`config.mk`:
```
export PLATFORM = sky130hd
export DESIGN_NAME = nearest_neighbor_bitmap_scaler_flat
export DESIGN_NICKNAME = d
export VERILOG_FILES = /design/src/nnbs_pkg.sv /design/src/nnbs_in_if.sv /design/src/nnbs_out_if.sv /design/src/nnbs_div.sv /design/src/nnbs_fifo.sv /design/src/nnbs_front.sv /design/src/nnbs_back.sv /design/src/nearest_neighbor_bitmap_scaler.sv /design/src/flat_wrapper.sv
export SDC_FILE = /design/constraint.sdc
export NUM_CORES = 1
export LEC_CHECK = 0
export BUFFER_PORTS_ARGS = -buffer_cell sky130_fd_sc_hd__buf_2
export CAP_MARGIN = 40
export CORE_MARGIN = 2
export CORE_UTILIZATION = 51
export CTS_CLUSTER_DIAMETER = 100
export CTS_CLUSTER_SIZE = 24
export DETAILED_ROUTE_END_ITERATION = 8
export GPL_TIMING_DRIVEN = 0
export PLACE_DENSITY = 0.67
export SLEW_MARGIN = 20
export SYNTH_ARGS = -nofsm -noshare
export SYNTH_HDL_FRONTEND = slang
export SYNTH_HIERARCHICAL = 1
export SYNTH_SLANG_ARGS = --single-unit
```
`constraint.sdc`:
```
create_clock -name i_clk -period 15 [get_ports i_clk]
set_clock_uncertainty 0.2 [all_clocks]
set_input_delay 3.75 -clock i_clk [delete_from_list [all_inputs] [get_ports i_clk]]
set_output_delay 3.75 -clock i_clk [all_outputs]
set_load 0.01 [all_outputs]
```
`src/nnbs_pkg.sv`:
```
// shared types and constants of the nearest-neighbor bitmap scaler
package nnbs_pkg;

    localparam int PIX_W      = 8;
    localparam int CFG_W      = 13;
    localparam int CFG_IDX_W  = 3;
    localparam int CNT_W      = 7;
    localparam int FIFO_DEPTH = 4;

    localparam logic [CFG_IDX_W-1:0] CFG_SRC_WIDTH  = CFG_IDX_W'(0);
    localparam logic [CFG_IDX_W-1:0] CFG_SRC_HEIGHT = CFG_IDX_W'(1);
    localparam logic [CFG_IDX_W-1:0] CFG_DST_WIDTH  = CFG_IDX_W'(2);
    localparam logic [CFG_IDX_W-1:0] CFG_DST_HEIGHT = CFG_IDX_W'(3);

    localparam logic [CFG_W-1:0] RST_SRC_WIDTH  = CFG_W'(320);
    localparam logic [CFG_W-1:0] RST_SRC_HEIGHT = CFG_W'(200);
    localparam logic [CFG_W-1:0] RST_DST_WIDTH  = CFG_W'(640);
    localparam logic [CFG_W-1:0] RST_DST_HEIGHT = CFG_W'(400);

    typedef struct packed {
        logic [PIX_W-1:0] pix;
        logic [CNT_W-1:0] copies;
        logic [CNT_W-1:0] row_copies;
        logic             last_col;
        logic             err;
    } t_entry;

endpackage

```
`src/nnbs_in_if.sv`:
```
// source pixel channel
interface nnbs_in_if;
    import nnbs_pkg::*;

    logic             valid;
    logic             ready;
    logic [PIX_W-1:0] pixel_in;

    modport source (output valid, output pixel_in, input ready);
    modport sink (input valid, input pixel_in, output ready);
endinterface

```
`src/nnbs_out_if.sv`:
```
// destination pixel channel
interface nnbs_out_if;
    import nnbs_pkg::*;

    logic             valid;
    logic             ready;
    logic [PIX_W-1:0] pixel_out;
    logic [CNT_W-1:0] row_copies;
    logic             last_copy;
    logic             end_of_line;
    logic             ratio_error;

    modport source (output valid, output pixel_out, output row_copies, output last_copy,
                    output end_of_line, output ratio_error, input ready);
    modport sink (input valid, input pixel_out, input row_copies, input last_copy,
                  input end_of_line, input ratio_error, output ready);
endinterface

```
`src/nnbs_div.sv`:
```
// restoring divider, one quotient bit per cycle
module nnbs_div #(
    parameter int W = 13
) (
    input  logic         i_clk,
    input  logic         i_rst_n,
    input  logic         i_start,
    input  logic [W-1:0] i_num,
    input  logic [W-1:0] i_den,
    output logic         o_done,
    output logic [W-1:0] o_quot,
    output logic [W-1:0] o_rem
);
    localparam int CW = $clog2(W + 1);

    logic          r_busy;
    logic          r_done;
    logic [CW-1:0] r_cnt;
    logic [W-1:0]  r_rem;
    logic [W-1:0]  r_quot;
    logic [W-1:0]  r_den;
    logic [W:0]    w_trial;
    logic          w_ge;
    logic [W-1:0]  n_rem;

    assign w_trial = {r_rem, r_quot[W-1]};
    assign w_ge    = w_trial >= {1'b0, r_den};
    assign n_rem   = w_ge ? W'(w_trial - {1'b0, r_den}) : W'(w_trial);

    always_ff @(posedge i_clk) begin
        if (!i_rst_n) begin
            r_busy <= 1'b0;
            r_done <= 1'b0;
            r_cnt  <= '0;
        end else begin
            r_done <= 1'b0;
            if (i_start) begin
                r_busy <= 1'b1;
                r_cnt  <= CW'(W);
                r_rem  <= '0;
                r_quot <= i_num;
                r_den  <= i_den;
            end else if (r_busy) begin
                r_rem  <= n_rem;
                r_quot <= {r_quot[W-2:0], w_ge};
                r_cnt  <= r_cnt - CW'(1);
                if (r_cnt == CW'(1)) begin
                    r_busy <= 1'b0;
                    r_done <= 1'b1;
                end
            end
        end
    end

    assign o_done = r_done;
    assign o_quot = r_quot;
    assign o_rem  = r_rem;

endmodule

```
`src/nnbs_fifo.sv`:
```
// small entry queue between front and back
module nnbs_fifo #(
    parameter int DEPTH = 4
) (
    input  logic            i_clk,
    input  logic            i_rst_n,
    input  logic            i_push,
    input  nnbs_pkg::t_entry i_data,
    output logic            o_full,
    input  logic            i_pop,
    output nnbs_pkg::t_entry o_data,
    output logic            o_empty
);
    import nnbs_pkg::*;

    localparam int PW = (DEPTH > 1) ? $clog2(DEPTH) : 1;
    localparam int NW = $clog2(DEPTH + 1);

    t_entry        r_mem [DEPTH];
    logic [PW-1:0] r_wr;
    logic [PW-1:0] r_rd;
    logic [NW-1:0] r_num;

    always_ff @(posedge i_clk) begin
        if (!i_rst_n) begin
            r_wr  <= '0;
            r_rd  <= '0;
            r_num <= '0;
        end else begin
            if (i_push) begin
                r_mem[r_wr] <= i_data;
                r_wr <= (r_wr == PW'(DEPTH - 1)) ? '0 : r_wr + PW'(1);
            end
            if (i_pop) begin
                r_rd <= (r_rd == PW'(DEPTH - 1)) ? '0 : r_rd + PW'(1);
            end
            if (i_push && !i_pop) begin
                r_num <= r_num + NW'(1);
            end else if (!i_push && i_pop) begin
                r_num <= r_num - NW'(1);
            end
        end
    end

    assign o_data  = r_mem[r_rd];
    assign o_full  = r_num == NW'(DEPTH);
    assign o_empty = r_num == '0;

endmodule

```
`src/nnbs_front.sv`:
```
// front end: config registers, ratio division, accumulators and copy counts
module nnbs_front #(
    parameter int MAX_SCALE = 63,
    parameter int DIM_BITS  = 12
) (
    input  logic                            i_clk,
    input  logic                            i_rst_n,
    input  logic                            i_cfg_we,
    input  logic [nnbs_pkg::CFG_IDX_W-1:0]  i_cfg_idx,
    input  logic [nnbs_pkg::CFG_W-1:0]      i_cfg_data,
    nnbs_in_if.sink                         i_in,
    input  logic                            i_q_full,
    output logic                            o_q_push,
    output nnbs_pkg::t_entry                o_q_data
);
    import nnbs_pkg::*;

    localparam int EW = DIM_BITS + 1;
    localparam int CW = (EW > CFG_W) ? EW : CFG_W;
    localparam int XW = (EW > CNT_W) ? EW : CNT_W;
    localparam int QW = (MAX_SCALE > 1) ? $clog2(MAX_SCALE + 1) : 1;

    typedef enum logic {S_RUN, S_DIV} t_state;

    function automatic logic [EW-1:0] f_eff(input logic [CFG_W-1:0] v);
        logic [CW-1:0] x;
        logic [CW-1:0] top;
        x   = CW'(v);
        top = CW'(1) << DIM_BITS;
        if (x == '0) begin
            x = CW'(1);
        end else if (x > top) begin
            x = top;
        end
        return EW'(x);
    endfunction

    t_state              r_state;
    logic [EW-1:0]       r_sw, r_sh, r_dw, r_dh;
    logic [DIM_BITS-1:0] r_col_count, r_row_count;
    logic [DIM_BITS-1:0] r_col_accum, r_row_accum;
    logic [QW-1:0]       r_col_quot, r_row_quot;
    logic [DIM_BITS-1:0] r_col_rem, r_row_rem;
    logic [CNT_W-1:0]    r_cur_rc;
    logic                r_frame_err;
    logic                r_fresh;

    logic                w_cdone, w_rdone;
    logic [EW-1:0]       w_cquot, w_crem, w_rquot, w_rrem;
    logic                w_div_err;
    logic                w_cfg_hit;
    logic                w_fs, w_row_start, w_need_div, w_div_start, w_acc;
    logic [DIM_BITS-1:0] w_rbase, w_cbase;
    logic [EW-1:0]       w_rsum, w_csum;
    logic                w_rge, w_cge;
    logic [DIM_BITS-1:0] n_row_accum, n_col_accum;
    logic [CNT_W-1:0]    w_rn, w_cn, w_rc;
    logic                w_last_col, w_last_row;

    nnbs_div #(.W(EW)) u_col_div (
        .i_clk   (i_clk),
        .i_rst_n (i_rst_n),
        .i_start (w_div_start),
        .i_num   (r_dw),
        .i_den   (r_sw),
        .o_done  (w_cdone),
        .o_quot  (w_cquot),
        .o_rem   (w_crem)
    );

    nnbs_div #(.W(EW)) u_row_div (
        .i_clk   (i_clk),
        .i_rst_n (i_rst_n),
        .i_start (w_div_start),
        .i_num   (r_dh),
        .i_den   (r_sh),
        .o_done  (w_rdone),
        .o_quot  (w_rquot),
        .o_rem   (w_rrem)
    );

    assign w_div_err = (XW'(w_cquot) > XW'(MAX_SCALE)) || (XW'(w_rquot) > XW'(MAX_SCALE));
    assign w_cfg_hit = i_cfg_we && (i_cfg_idx inside {CFG_SRC_WIDTH, CFG_SRC_HEIGHT,
                                                      CFG_DST_WIDTH, CFG_DST_HEIGHT});

    assign w_row_start = r_col_count == '0;
    assign w_fs        = w_row_start && (r_row_count == '0);
    assign w_need_div  = w_fs && !r_fresh;
    assign w_div_start = (r_state == S_RUN) && i_in.valid && w_need_div && !i_cfg_we;
    assign i_in.ready  = (r_state == S_RUN) && !w_need_div && !i_q_full;
    assign w_acc       = i_in.valid && i_in.ready;

    // row repeat count
    assign w_rbase     = w_fs ? '0 : r_row_accum;
    assign w_rsum      = EW'(w_rbase) + EW'(r_row_rem);
    assign w_rge       = w_rsum >= r_sh;
    assign n_row_accum = w_rge ? DIM_BITS'(w_rsum - r_sh) : DIM_BITS'(w_rsum);
    assign w_rn        = CNT_W'(r_row_quot) + CNT_W'(w_rge);
    assign w_rc        = (w_row_start && !r_frame_err) ? w_rn : r_cur_rc;

    // pixel copy count
    assign w_cbase     = w_row_start ? '0 : r_col_accum;
    assign w_csum      = EW'(w_cbase) + EW'(r_col_rem);
    assign w_cge       = w_csum >= r_sw;
    assign n_col_accum = w_cge ? DIM_BITS'(w_csum - r_sw) : DIM_BITS'(w_csum);
    assign w_cn        = CNT_W'(r_col_quot) + CNT_W'(w_cge);

    assign w_last_col  = (EW'(r_col_count) + EW'(1)) >= r_sw;
    assign w_last_row  = (EW'(r_row_count) + EW'(1)) >= r_sh;

    assign o_q_push            = w_acc;
    assign o_q_data.pix        = i_in.pixel_in;
    assign o_q_data.copies     = r_frame_err ? '0 : w_cn;
    assign o_q_data.row_copies = w_rc;
    assign o_q_data.last_col   = w_last_col;
    assign o_q_data.err        = r_frame_err;

    always_ff @(posedge i_clk) begin
        if (!i_rst_n) begin
            r_state     <= S_RUN;
            r_sw        <= f_eff(RST_SRC_WIDTH);
            r_sh        <= f_eff(RST_SRC_HEIGHT);
            r_dw        <= f_eff(RST_DST_WIDTH);
            r_dh        <= f_eff(RST_DST_HEIGHT);
            r_col_count <= '0;
            r_row_count <= '0;
            r_col_accum <= '0;
            r_row_accum <= '0;
            r_col_quot  <= '0;
            r_row_quot  <= '0;
            r_col_rem   <= '0;
            r_row_rem   <= '0;
            r_cur_rc    <= '0;
            r_frame_err <= 1'b0;
            r_fresh     <= 1'b0;
        end else if (w_cfg_hit) begin
            case (i_cfg_idx)
                CFG_SRC_WIDTH:  r_sw <= f_eff(i_cfg_data);
                CFG_SRC_HEIGHT: r_sh <= f_eff(i_cfg_data);
                CFG_DST_WIDTH:  r_dw <= f_eff(i_cfg_data);
                CFG_DST_HEIGHT: r_dh <= f_eff(i_cfg_data);
                default: ;
            endcase
            r_state     <= S_RUN;
            r_col_count <= '0;
            r_row_count <= '0;
            r_col_accum <= '0;
            r_row_accum <= '0;
            r_fresh     <= 1'b0;
        end else begin
            case (r_state)
                S_RUN: begin
                    if (w_div_start) begin
                        r_state <= S_DIV;
                    end
                end
                S_DIV: begin
                    if (w_cdone && w_rdone) begin
                        r_state     <= S_RUN;
                        r_fresh     <= 1'b1;
                        r_frame_err <= w_div_err;
                        if (!w_div_err) begin
                            r_col_quot <= QW'(w_cquot);
                            r_row_quot <= QW'(w_rquot);
                            r_col_rem  <= DIM_BITS'(w_crem);
                            r_row_rem  <= DIM_BITS'(w_rrem);
                        end
                    end
                end
                default: r_state <= S_RUN;
            endcase
            if (w_acc) begin
                if (w_fs) begin
                    r_fresh <= 1'b0;
                end
                if (w_row_start) begin
                    r_row_accum <= r_frame_err ? w_rbase : n_row_accum;
                    r_cur_rc    <= w_rc;
                end
                r_col_accum <= r_frame_err ? w_cbase : n_col_accum;
                if (w_last_col) begin
                    r_col_count <= '0;
                    r_row_count <= w_last_row ? '0 : r_row_count + DIM_BITS'(1);
                end else begin
                    r_col_count <= r_col_count + DIM_BITS'(1);
                end
            end
        end
    end

`ifndef ASSERT_OFF
    a_col_range: assert property (@(posedge i_clk) disable iff (!i_rst_n)
        EW'(r_col_count) < r_sw) else $error("column count out of range");
    a_row_range: assert property (@(posedge i_clk) disable iff (!i_rst_n)
        EW'(r_row_count) < r_sh) else $error("row count out of range");
    a_ratio_ready: assert property (@(posedge i_clk) disable iff (!i_rst_n)
        (w_acc && w_fs) |-> r_fresh) else $error("frame start taken without ratios");
    a_fresh_used: assert property (@(posedge i_clk) disable iff (!i_rst_n)
        (w_acc && w_fs && !i_cfg_we) |=> !r_fresh) else $error("ratios not retired");
`endif

endmodule

```
`src/nnbs_back.sv`:
```
// back end: replays each queued pixel into its copies on the output
module nnbs_back (
    input  logic             i_clk,
    input  logic             i_rst_n,
    input  logic             i_q_empty,
    input  nnbs_pkg::t_entry i_q_data,
    output logic             o_q_pop,
    nnbs_out_if.source       o_out
);
    import nnbs_pkg::*;

    logic             r_act;
    logic [CNT_W-1:0] r_left;
    t_entry           r_ent;
    logic             r_ovalid;
    logic [PIX_W-1:0] r_opix;
    logic [CNT_W-1:0] r_orc;
    logic             r_olast;
    logic             r_oeol;
    logic             r_oerr;

    logic             w_load, w_emit, w_fin, w_final;
    logic [CNT_W-1:0] w_qcnt;

    assign w_load  = !r_ovalid || o_out.ready;
    assign w_emit  = r_act && w_load;
    assign w_final = r_left == CNT_W'(1);
    assign w_fin   = w_emit && w_final;
    assign o_q_pop = !i_q_empty && (!r_act || w_fin);
    assign w_qcnt  = i_q_data.err ? CNT_W'(1) : i_q_data.copies;

    always_ff @(posedge i_clk) begin
        if (!i_rst_n) begin
            r_act    <= 1'b0;
            r_left   <= '0;
            r_ovalid <= 1'b0;
        end else begin
            if (o_q_pop) begin
                r_ent  <= i_q_data;
                r_left <= w_qcnt;
                r_act  <= w_qcnt != '0;
            end else if (w_fin) begin
                r_act <= 1'b0;
            end else if (w_emit) begin
                r_left <= r_left - CNT_W'(1);
            end
            if (w_emit) begin
                r_ovalid <= 1'b1;
                if (r_ent.err) begin
                    r_opix  <= '0;
                    r_orc   <= '0;
                    r_olast <= 1'b0;
                    r_oeol  <= 1'b0;
                    r_oerr  <= 1'b1;
                end else begin
                    r_opix  <= r_ent.pix;
                    r_orc   <= r_ent.row_copies;
                    r_olast <= w_final;
                    r_oeol  <= w_final && r_ent.last_col;
                    r_oerr  <= 1'b0;
                end
            end else if (o_out.ready) begin
                r_ovalid <= 1'b0;
            end
        end
    end

    assign o_out.valid       = r_ovalid;
    assign o_out.pixel_out   = r_opix;
    assign o_out.row_copies  = r_orc;
    assign o_out.last_copy   = r_olast;
    assign o_out.end_of_line = r_oeol;
    assign o_out.ratio_error = r_oerr;

`ifndef ASSERT_OFF
    a_left_nonzero: assert property (@(posedge i_clk) disable iff (!i_rst_n)
        r_act |-> (r_left != '0)) else $error("active entry with no copies left");
    a_err_fields: assert property (@(posedge i_clk) disable iff (!i_rst_n)
        (o_out.valid && o_out.ratio_error) |-> (!o_out.last_copy && o_out.pixel_out == '0))
        else $error("error beat carries pixel data");
    a_eol_last: assert property (@(posedge i_clk) disable iff (!i_rst_n)
        (o_out.valid && o_out.end_of_line) |-> o_out.last_copy)
        else $error("end of line on a non-final copy");
`endif

endmodule

```
`src/nearest_neighbor_bitmap_scaler.sv`:
```
// top level of the nearest-neighbor bitmap scaler
//
// i_in takes 8-bit source pixels in raster order, one beat per pixel.
// o_out gives destination pixels: each source pixel is repeated zero or
// more times along the line, each pixel beat carries the row repeat count,
// last_copy marks the final copy of a source pixel and end_of_line the
// final pixel of a destination line. If a scale ratio exceeds MAX_SCALE,
// every pixel of that frame gives a single beat with ratio_error set.
// Config writes (index 0..3: src_width, src_height, dst_width, dst_height)
// restart the frame; the user must make them only while the block is
// idle, which the block itself does not enforce. The first pixel of a
// frame waits for the two serial ratio dividers. After that a pixel enters
// per cycle while the queue has room; it passes through the queue and the
// entry register into the output register, which gives one beat per cycle.
// A stalled receiver holds the output register; the queue then fills and
// i_in.ready drops. Reset restores the default 320x200 to 640x400 setup.
module nearest_neighbor_bitmap_scaler #(
    parameter int MAX_SCALE = 63,
    parameter int DIM_BITS  = 12
) (
    input  logic                           i_clk,
    input  logic                           i_rst_n,
    input  logic                           i_cfg_we,
    input  logic [nnbs_pkg::CFG_IDX_W-1:0] i_cfg_idx,
    input  logic [nnbs_pkg::CFG_W-1:0]     i_cfg_data,
    nnbs_in_if.sink                        i_in,
    nnbs_out_if.source                     o_out
);
    import nnbs_pkg::*;

    logic   w_push, w_full, w_pop, w_empty;
    t_entry w_push_data, w_pop_data;

    nnbs_front #(
        .MAX_SCALE (MAX_SCALE),
        .DIM_BITS  (DIM_BITS)
    ) u_front (
        .i_clk      (i_clk),
        .i_rst_n    (i_rst_n),
        .i_cfg_we   (i_cfg_we),
        .i_cfg_idx  (i_cfg_idx),
        .i_cfg_data (i_cfg_data),
        .i_in       (i_in),
        .i_q_full   (w_full),
        .o_q_push   (w_push),
        .o_q_data   (w_push_data)
    );

    nnbs_fifo #(.DEPTH(FIFO_DEPTH)) u_fifo (
        .i_clk   (i_clk),
        .i_rst_n (i_rst_n),
        .i_push  (w_push),
        .i_data  (w_push_data),
        .o_full  (w_full),
        .i_pop   (w_pop),
        .o_data  (w_pop_data),
        .o_empty (w_empty)
    );

    nnbs_back u_back (
        .i_clk     (i_clk),
        .i_rst_n   (i_rst_n),
        .i_q_empty (w_empty),
        .i_q_data  (w_pop_data),
        .o_q_pop   (w_pop),
        .o_out     (o_out)
    );

endmodule

```
`src/flat_wrapper.sv`:
```
// flat-port wrapper written by rule: the top's interface ports become plain ports
module nearest_neighbor_bitmap_scaler_flat import nnbs_pkg::*;
#(
    parameter int MAX_SCALE = 63,
    parameter int DIM_BITS  = 12
)
  (i_clk, i_rst_n, i_cfg_we, i_cfg_idx, i_cfg_data, i_in_valid, i_in_pixel_in, i_in_ready, o_out_valid, o_out_pixel_out, o_out_row_copies, o_out_last_copy, o_out_end_of_line, o_out_ratio_error, o_out_ready);
  nnbs_in_if i_in_i ();
  nnbs_out_if o_out_i ();
  input  logic i_clk;
  input  logic i_rst_n;
  input  logic i_cfg_we;
  input  logic [nnbs_pkg::CFG_IDX_W-1:0] i_cfg_idx;
  input  logic [nnbs_pkg::CFG_W-1:0] i_cfg_data;
  input wire logic [$bits(i_in_i.valid)-1:0] i_in_valid;
  input wire logic [$bits(i_in_i.pixel_in)-1:0] i_in_pixel_in;
  output wire logic [$bits(i_in_i.ready)-1:0] i_in_ready;
  output wire logic [$bits(o_out_i.valid)-1:0] o_out_valid;
  output wire logic [$bits(o_out_i.pixel_out)-1:0] o_out_pixel_out;
  output wire logic [$bits(o_out_i.row_copies)-1:0] o_out_row_copies;
  output wire logic [$bits(o_out_i.last_copy)-1:0] o_out_last_copy;
  output wire logic [$bits(o_out_i.end_of_line)-1:0] o_out_end_of_line;
  output wire logic [$bits(o_out_i.ratio_error)-1:0] o_out_ratio_error;
  input wire logic [$bits(o_out_i.ready)-1:0] o_out_ready;
  assign i_in_i.valid = i_in_valid;
  assign i_in_i.pixel_in = i_in_pixel_in;
  assign i_in_ready = i_in_i.ready;
  assign o_out_valid = o_out_i.valid;
  assign o_out_pixel_out = o_out_i.pixel_out;
  assign o_out_row_copies = o_out_i.row_copies;
  assign o_out_last_copy = o_out_i.last_copy;
  assign o_out_end_of_line = o_out_i.end_of_line;
  assign o_out_ratio_error = o_out_i.ratio_error;
  assign o_out_i.ready = o_out_ready;
  nearest_neighbor_bitmap_scaler #(.MAX_SCALE(MAX_SCALE), .DIM_BITS(DIM_BITS)) u_core (.i_clk(i_clk), .i_rst_n(i_rst_n), .i_cfg_we(i_cfg_we), .i_cfg_idx(i_cfg_idx), .i_cfg_data(i_cfg_data), .i_in(i_in_i), .o_out(o_out_i));
endmodule
```
==> results of run 1 <==
[tightest hold or removal path, cell delays in order (launching register included)]
cell     delay (ns)
dfxtp_1        0.33
nand2_1        0.04
o21ai_0        0.05
[logic make-up after synthesis]
kind of cell | after synthesis
buffers and inverters | 195
muxes | 136
and+or+nand+nor | 601
adders and majority gates | 129
DFF | 385
AOI/OAI and AO/OA | 347
xor gates and xnor gates | 78
[cell usage after synthesis, types with 26 or more instances]
library cell,n,share of area (%)
a21oi_1,66,1.6
inv_1,119,2.2
xnor2_1,50,2.2
mux2i_1,82,4.0
and2_1,26,0.80
dfxtp_1,176,17
xor2_1,28,1.2
nor2_1,113,2.1
mux2_2,26,1.4
nor3_1,28,0.69
nand2_1,176,3.3
nand3_1,38,0.94
clkbuf_1,33,0.61
ha_1,122,7.5
a21boi_0,39,1.4
o21ai_0,70,1.7
nor2b_1,94,2.9
edfxtp_1,209,31
[per-layer routing]
| metal | GRT usage (%) | wire, um | vias to the layer above |
|---|---|---|---|
| met5 | 0 | 0 | - |
| met2 | 37.0 | 21300 | 288 |
| met3 | 2.36 | 1900 | 47 |
| met4 | 4.46 | 779 | 0 |
| li1 | - | - | 6870 |
| met1 | 29.2 | 20400 | 6721 |
[power by group through the flow]
| stage | clock, mW | sequential (mW) | combinational (mW) |
|---|---|---|---|
| after global routing | 0.652 | 1.22 | 0.434 |
| after CTS | 0.619 | 1.22 | 0.393 |
| after global placement | 0 | 1.24 | 0.377 |
| final | 0.601 | 1.22 | 0.395 |
| after detailed placement | 0 | 1.24 | 0.391 |
| after floorplan | 0 | 1.23 | 0.294 |
[through the flow]
step	cell area, um2	util, %
after floorplan	20300	-
after global placement	21200	53.5
after detailed placement	21300	53.7
after CTS	21900	55.3
after global routing	21900	55.3
final	21900	55.3
[final cells by class]
type	instances	area (um2)	area share [%]
Buffer	74	435	1.99
Clock buffer	33	571	2.61
Clock inverter	3	27.5	0.126
Inverter	121	454	2.08
Multi-Input combinational cell	1291	9660	44.2
Sequential cell	385	9800	44.8
Tap cell	525	657	3.00
Timing Repair Buffer	46	268	1.22
[final timing paths]
path                                               from                                          to  slack (ns)
max          u_core/u_front/r_col_count[0]$_SDFFE_PP0P_     u_core/u_front/r_cur_rc[4]$_SDFFE_PN0P_        8.17
min reg2reg  u_core/u_front/r_col_accum[1]$_SDFFE_PP0P_  u_core/u_front/r_col_accum[1]$_SDFFE_PP0P_        0.25
max reg2reg  u_core/u_front/r_col_count[0]$_SDFFE_PP0P_     u_core/u_front/r_cur_rc[4]$_SDFFE_PN0P_        8.17
min          u_core/u_front/r_col_accum[1]$_SDFFE_PP0P_  u_core/u_front/r_col_accum[1]$_SDFFE_PP0P_        0.25
==> impl_metrics.yaml, run 1 <==
pwr:
  p_comb_share_pct: 17.8
  leakage_nw: 8.41
  swShare_pct: 26.6
  design_power_total_mw: 2.21
  ir_worst_vdd_mv: 0.0714
  clockPowerShare_pct: 27.2
  internal_power_mw: 1.62
  power.density_nw_per_um2: 101
  sequentialPowerShare_pct: 55.0
  power.switching_mw: 0.589
critical_path:
  path_max_fanout: 10
  endpoint_kind: "flip-flop"
  path_depth: 28
  max_stage_delay_ns: 0.40
  cpMaxStageDelayCell: "clkbuf_1"
  ff2ff_path_depth: 28
  worstSetupPathType: "flip-flop to flip-flop"
  cpLargestDelayFamily: "simple AND/OR/NAND/NOR gates"
  crit_top_cell: "ha_1"
  crit_buf_inv: 5
  crit_path_start_kind: "flip-flop"
  worstPathArrival_ns: 7.10
  crit_required_ns: 15.27
logic_synthesis:
  synth_ff_type: "edfxtp_1"
  synth_fa_ha_area_share_pct: 8.20
  synthSimpleGateAreaFrac_pct: 15.1
  syn_area_um2: 20300
  synth_edf_count: 209
  synthMuxAreaShare_pct: 8.51
  yosys_warnings: 6
  syn-num-nets: 2029
  synth_top_family_by_area: "simple AND/OR/NAND/NOR gates"
  synth_xor_area_share_pct: 3.36
  async_flop_share_pct: 0
  ys_types: 93
  seq_area_frac_synth_pct: 48.2
  avgSynthCellArea_um2: 10.9
  synth_compound_area_share_pct: 12.3
  synth-seq-cells: 385
  syn_inst: 1871
clock_network:
  cts_root_buffer: "clkbuf_16"
  cts_made_buffers: 20
  htree_levels: 1
  cts_setup_buffers: 0
  cts_hold_buf: 0
  post_cts_resized: 0
  cts_tree: "built"
  insertion_delay_ns: 0.54
  cts_sinks: 385
  clk_pin_slew_worst_paths_ns: 0.10
  clockBufferDepth: 3
die:
  die_h_um: 204
  core_area_um2: 39500
  die_area_um2: 41500
  die_w_um: 204
  start_util_pct: 51.4
  rows: 73
  io_pins: 49
min_path:
  hold_depth: 2
  hold_path.class: "flip-flop to flip-flop"
grt:
  grt_pass1_wl_um: 71400
  antenna_found_initial: 0
  grt_max_degree: 27
  grt_overflow: 0
  grt_pass1_vias: 13800
  grt.total_usage_pct: 21.4
route:
  ant_nets: 0
  wl_per_cell_um: 17.9
  firstDrtPassIters: 5
  drc: 0
  first_iter_violations: 812
  vias: 13900
  drt-total-wl_um: 44400
  vias_per_cell: 5.62
sta:
  post-route-period-util_pct: 45.5
  finalSetupViolCount: 0
  setup_ws_ns: 8.17
  worst_hold_slack_ns: 0.249
  min_period_ns: 6.83
  rsz0062_at_grt: "false"
  clock.fmax_ghz: 0.146
  tns_ns: 0
  drv_slew: 0
  worstMarginPinSlew_ns: 0.808
  hold_viol: 0
  slew_headroom_pct: 46.1
final_layout:
  final_cell_mix: "edfxtp_1, nand2_1, dfxtp_1, ha_1, inv_1"
  diodes: 0
  final_common_cell: "edfxtp_1"
  largest_reg_flops: 96
  nFillCells: 3419
  reg.largest.list: "u_core/u_fifo/r_mem x96, u_core/u_back/r_ent x17"
  drive_gt1_share_pct: 11.6
  area_delta_synth_final_pct: 7.59
  top_register: "u_core/u_fifo/r_mem"
  nNetsFinal: 2097
  final_cell_count_no_fill: 2478
run_status:
  status: "finished clean"
job:
  max-cap-violations: 0
place:
  hpwl_um: 33700
  place_inst: 2441
  post-place-ws_ns: 8.22
  portBuffers: 39
  place.gp.congestion: 0.871
Note: power is estimated with default switching activity, not from simulation.
==> inputs of run 2 (changes only) <==
Clock period 15 ns to 6.76 ns, I/O delays scaled along.
==> run 2 against run 1 <==
Compared with the run above: non-clock buffer count grew 2; design area grew 0.16%; via count shrank 0.20%; routed wire length shrank 0.24%; register-to-register slack lost 7.7 ns; highest routed layer unchanged; global-route usage is the same; first-iteration DRC count grew 0.74%; largest power group unchanged.
==> impl_metrics.yaml, run 2 (synthesis results as in run 1) <==
run_status:
  status: "finished clean"
sta:
  tns_ns: 0
  min_period_ns: 6.27
  finalSetupViolCount: 0
  clock.fmax_ghz: 0.159
  drv_slew: 0
  rsz0062_at_grt: "false"
  post-route-period-util_pct: 92.8
  hold_viol: 0
  setup_ws_ns: 0.489
  worstMarginPinSlew_ns: 0.814
  slew_headroom_pct: 45.8
  worst_hold_slack_ns: 0.249
pwr:
  p_comb_share_pct: 18.0
  sequentialPowerShare_pct: 54.9
  power.density_nw_per_um2: 224
  internal_power_mw: 3.60
  swShare_pct: 26.6
  power.switching_mw: 1.31
  ir_worst_vdd_mv: 0.159
  leakage_nw: 8.40
  clockPowerShare_pct: 27.1
clock_network:
  cts_root_buffer: "clkbuf_16"
  cts_tree: "built"
  insertion_delay_ns: 0.54
  cts_hold_buf: 0
  htree_levels: 1
  cts_sinks: 385
  clk_pin_slew_worst_paths_ns: 0.10
  clockBufferDepth: 3
  cts_made_buffers: 20
min_path:
  hold_path.class: "flip-flop to flip-flop"
final_layout:
  area_delta_synth_final_pct: 7.76
  reg.largest.list: "u_core/u_fifo/r_mem x96, u_core/u_back/r_ent x17"
  fin_util_pct: 55.4
  largest_reg_flops: 96
  diodes: 0
  top_register: "u_core/u_fifo/r_mem"
  final_common_cell: "edfxtp_1"
  fin_area_um2: 21900
  final_cell_mix: "edfxtp_1, nand2_1, dfxtp_1, ha_1, inv_1"
  nFillCells: 3418
  nNetsFinal: 2099
  drive_gt1_share_pct: 11.9
route:
  vias_per_cell: 5.60
  drt-total-wl_um: 44300
  firstDrtPassIters: 5
  first_iter_violations: 818
  ant_nets: 0
  drc: 0
  vias: 13900
  wl_per_cell_um: 17.9
die:
  die_h_um: 204
  rows: 73
  start_util_pct: 51.4
  core_area_um2: 39500
  die_w_um: 204
  io_pins: 49
  die_area_um2: 41500
grt:
  grt_max_degree: 27
  antenna_found_initial: 0
  grt_pass1_vias: 13800
  grt_overflow: 0
  grt_pass1_wl_um: 71400
  grt.total_usage_pct: 21.4
critical_path:
  worstPathArrival_ns: 6.36
  endpoint_kind: "flip-flop"
  cpMaxStageDelayCell: "dfxtp_1"
  path_max_fanout: 10
  crit_top_cell: "ha_1"
  crit_required_ns: 6.85
  rrSetupSlack_ns: 0.49
  crit_path_start_kind: "flip-flop"
  worstSetupPathType: "flip-flop to flip-flop"
  max_stage_delay_ns: 0.38
job:
  max-cap-violations: 0
place:
  place.gp.congestion: 0.871
  hpwl_um: 33700
  portBuffers: 39
  post-place-ws_ns: -0.0233
  dpl_cell_area_um2: 21300
==> run 2: final timing paths <==
| path | to | cells past startpoint | start |
|---|---|---|---|
| setup / recovery | u_core/u_fifo/r_mem[0][6]$_DFFE_PP_ | 27 | u_core/u_front/r_col_count[0]$_SDFFE_PP0P_ |
| setup reg to reg | u_core/u_fifo/r_mem[0][6]$_DFFE_PP_ | 27 | u_core/u_front/r_col_count[0]$_SDFFE_PP0P_ |
| hold reg to reg | u_core/u_front/r_col_accum[1]$_SDFFE_PP0P_ | 2 | u_core/u_front/r_col_accum[1]$_SDFFE_PP0P_ |
| hold / removal | u_core/u_front/r_col_accum[1]$_SDFFE_PP0P_ | 2 | u_core/u_front/r_col_accum[1]$_SDFFE_PP0P_ |
==> run 2: layer usage <==
| layer | GRT usage (%) | vias to the layer above | wire length [um] |
|---|---|---|---|
| met5 | 0 | - | 0 |
| met4 | 4.46 | 0 | 755 |
| met3 | 2.36 | 45 | 1940 |
| met2 | 37.0 | 299 | 21300 |
| met1 | 29.2 | 6680 | 20300 |
| li1 | - | 6874 | - |
==> run 2: worst max-delay path: cells and delay by family, from the launching register on <==
family	cells	cell delay, ns
simple gates	8	1.49
xor+xnor	2	0.48
buf+inv	6	1.07
compound gates	6	1.10
flops	1	0.38
fa+ha+maj	5	1.31
==> run 2: metrics by stage <==
step	total power [mW]	cells
floorplan	3.40	1871
global placement	3.59	2435
detailed placement	3.63	2441
CTS	4.95	2477
global route	5.13	2480
finish	4.91	2480
==> run 2: cell type report <==
type                            count  area (um2)  area share, %
Buffer                             74         445           2.03
Clock buffer                       33         571           2.60
Clock inverter                      3        27.5          0.126
Inverter                          121         454           2.07
Multi-Input combinational cell   1291        9670           44.1
Sequential cell                   385        9800           44.7
Tap cell                          525         657           3.00
Timing Repair Buffer               48         283           1.29
==> run 2: power groups by stage <==
stage	registers, mW	clock network [mW]	logic, mW
detailed placement	2.75	0	0.874
finish	2.70	1.33	0.882
floorplan	2.74	0	0.658
global placement	2.75	0	0.843
global route	2.72	1.45	0.971
CTS	2.70	1.37	0.878
==> run 2: timing repair <==
action                     4_1_cts  5_1_grt
cloned                           0        0
gates resized for setup          1        7
buffers inserted                 0        2
pin swaps                        0        2
setup endpoints to repair        1       21
==> inputs of run 3 (changes only) <==
Settings changed: ABC_AREA set to 1, CORE_ASPECT_RATIO set to 1.4.
==> run 3 against run 2 <==
Compared with the run above: synthesized area is 7.8% higher; synthesized cell count is 48% higher; first-iteration DRC count is 41% higher; design area is 7.8% higher; register-to-register slack better by 0.45 ns; clock power hardly changed; core utilization is 0.42 points higher; maximum frequency is 7.8% higher; critical path type unchanged; combinational power grew to 4.5 times the previous value; count of clock-buffer cells in the layout is 1 lower; largest power group is now combinational cells; sequential power is 23% higher.
==> impl_metrics.yaml, run 3 <==
run_status:
  status: "finished clean"
place:
  post-place-ws_ns: 0.962
  place_inst: 3354
  place.gp.congestion: 0.984
  portBuffers: 39
  hpwl_um: 46500
  dpl_cell_area_um2: 23000
critical_path:
  cpLargestDelayFamily: "simple AND/OR/NAND/NOR gates"
  crit_buf_inv: 5
  path_max_fanout: 10
  crit_path_start_kind: "flip-flop"
  cpMaxStageDelayCell: "nor4_2"
  endpoint_kind: "flip-flop"
  worstSetupPathType: "flip-flop to flip-flop"
  worstPathArrival_ns: 6.04
  crit_top_cell: "nand2_1"
  max_stage_delay_ns: 0.52
  crit_required_ns: 6.99
final_layout:
  final_common_cell: "nand2_1"
  largest_reg_flops: 96
  reg.largest.list: "u_core/u_fifo/r_mem x96, u_core/u_back/r_ent x17"
  area_delta_synth_final_pct: 7.79
  drive_gt1_share_pct: 8.93
  top_register: "u_core/u_fifo/r_mem"
  nNetsFinal: 2988
  final_cell_count_no_fill: 3391
  final_cell_mix: "nand2_1, inv_1, nor2_1, edfxtp_1, a21oi_1"
  nFillCells: 3984
  fin_area_um2: 23600
die:
  die_h_um: 249
  die_w_um: 179
  die_area_um2: 44700
  core_area_um2: 42300
  rows: 89
  start_util_pct: 51.8
  io_pins: 49
route:
  vias_per_cell: 5.33
  first_iter_violations: 1150
  vias: 18100
  wl_per_cell_um: 17.3
  ant_nets: 0
  drt-total-wl_um: 58700
  drc: 0
  firstDrtPassIters: 6
sta:
  rsz0062_at_grt: "false"
  setup_ws_ns: 0.943
  clock.fmax_ghz: 0.172
  worstMarginPinSlew_ns: 0.761
  tns_ns: 0
  min_period_ns: 5.82
  post-route-period-util_pct: 86.1
  slew_headroom_pct: 48.9
  hold_viol: 0
  finalSetupViolCount: 0
  worst_hold_slack_ns: 0.256
  drv_slew: 0
logic_synthesis:
  yosys-top-cells-area: "edfxtp_1, dfxtp_1, nand2_1"
  syn-num-nets: 2918
  async_flop_share_pct: 0
  yosysTopAreaCellShare_pct: 28.6
  netlist.top_cell.by_area: "edfxtp_1"
  synth-seq-cells: 385
  syn_inst: 2760
  synth_edf_count: 209
  yosys_warnings: 6
  avgSynthCellArea_um2: 7.94
  yosys-top-cells-count: "nand2_1, inv_1, nor2_1"
  syn_area_um2: 21900
  synth_ff_type: "edfxtp_1"
  seq_area_frac_synth_pct: 44.7
  ys_types: 50
  yosysMostFrequentCell: "nand2_1"
pwr:
  ir_worst_vdd_mv: 0.186
  power.switching_mw: 3.65
  sequentialPowerShare_pct: 38.4
  p_comb_share_pct: 46.2
  internal_power_mw: 5.03
  swShare_pct: 42.1
  leakage_nw: 10.8
  power.density_nw_per_um2: 367
  clockPowerShare_pct: 15.5
clock_network:
  htree_levels: 1
  clk_pin_slew_worst_paths_ns: 0.09
  cts_tree: "built"
  cts_made_buffers: 20
  cts_sinks: 385
  cts_hold_buf: 0
  post_cts_resized: 0
  insertion_delay_ns: 0.55
  cts_root_buffer: "clkbuf_16"
  clockBufferDepth: 3
  cts_setup_buffers: 0
grt:
  grt_pass1_wl_um: 91800
  grt_max_degree: 26
  antenna_found_initial: 1
  grt.total_usage_pct: 26.3
  grt_overflow: 0
  grt_pass1_vias: 17600
job:
  max-cap-violations: 0
min_path:
  hold_path.class: "flip-flop to flip-flop"
[run 3: cell types whose count changed after synthesis, moves of 25 or more]
cell      before  now
a21oi_1       66  203
mux2i_1       82    0
nor2_1       113  281
and2_1        26    1
nand3_1       38  117
o21ai_0       70  185
inv_1        119  409
nand2_1      176  633
nand4_1       13   43
nor2b_1       94    0
xnor2_1       50   18
mux2_2        26    0
a21boi_0      39    2
[run 3: cell type report]
cell class	instances	area [um2]	area share (%)
diodes	1	2.50	0.0106
plain buffers	86	487	2.06
clock buffers	32	567	2.40
clock inverters	4	31.3	0.132
inverters	434	1630	6.91
multi-input cells	1855	10000	42.6
flip-flops and latches	385	9800	41.5
well taps	546	683	2.89
repair buffers	48	362	1.53
[run 3: cell families (layout without fill, tap and decap cells)]
logic type	Yosys count	count (layout)	share of synthesized area, %
fa+ha+maj	129	129	7.61
compound gates	471	471	12.0
flops	385	385	44.7
other cells	0	1	0
simple gates	1204	1204	23.9
xor+xnor	51	51	2.04
buf+inv	520	604	9.67
[run 3: per-stage QoR]
step                power [mW]  utilization, %
floorplan                 6.21               -
global placement          7.20            53.8
detailed placement        7.38            54.4
CTS                       8.73            55.8
global route              9.33            55.8
finish                    8.68            55.8
[run 3: final timing paths]
| check | end | cells past startpoint | startpoint | slack, ns |
|---|---|---|---|---|
| setup / recovery | u_core/u_front/r_cur_rc[4]$_SDFFE_PN0P_ | 31 | u_core/u_front/r_col_count[0]$_SDFFE_PP0P_ | 0.94 |
| hold / removal | u_core/u_front/u_row_div/r_den[11]$_DFFE_PP_ | 0 | u_core/u_front/r_sh[11]$_SDFFE_PN0P_ | 0.26 |
| setup reg to reg | u_core/u_front/r_cur_rc[4]$_SDFFE_PN0P_ | 31 | u_core/u_front/r_col_count[0]$_SDFFE_PP0P_ | 0.94 |
| hold reg to reg | u_core/u_front/u_row_div/r_den[11]$_DFFE_PP_ | 0 | u_core/u_front/r_sh[11]$_SDFFE_PN0P_ | 0.26 |
[run 3: power groups by stage]
stage               Combinational [mW]  Clock, mW  Sequential [mW]
CTS                               4.02       1.38             3.33
floorplan                         2.90          0             3.31
global route                      4.49       1.46             3.37
finish                            4.01       1.34             3.33
detailed placement                4.00          0             3.38
global placement                  3.82          0             3.38
[run 3: layer usage]
metal	part of all wire (%)	global-route usage, %	wire, um
met5	0	0	0
met1	38	29.1	22500
met4	5.4	12.9	3190
met2	53	49.7	31100
met3	3.2	1.95	1890
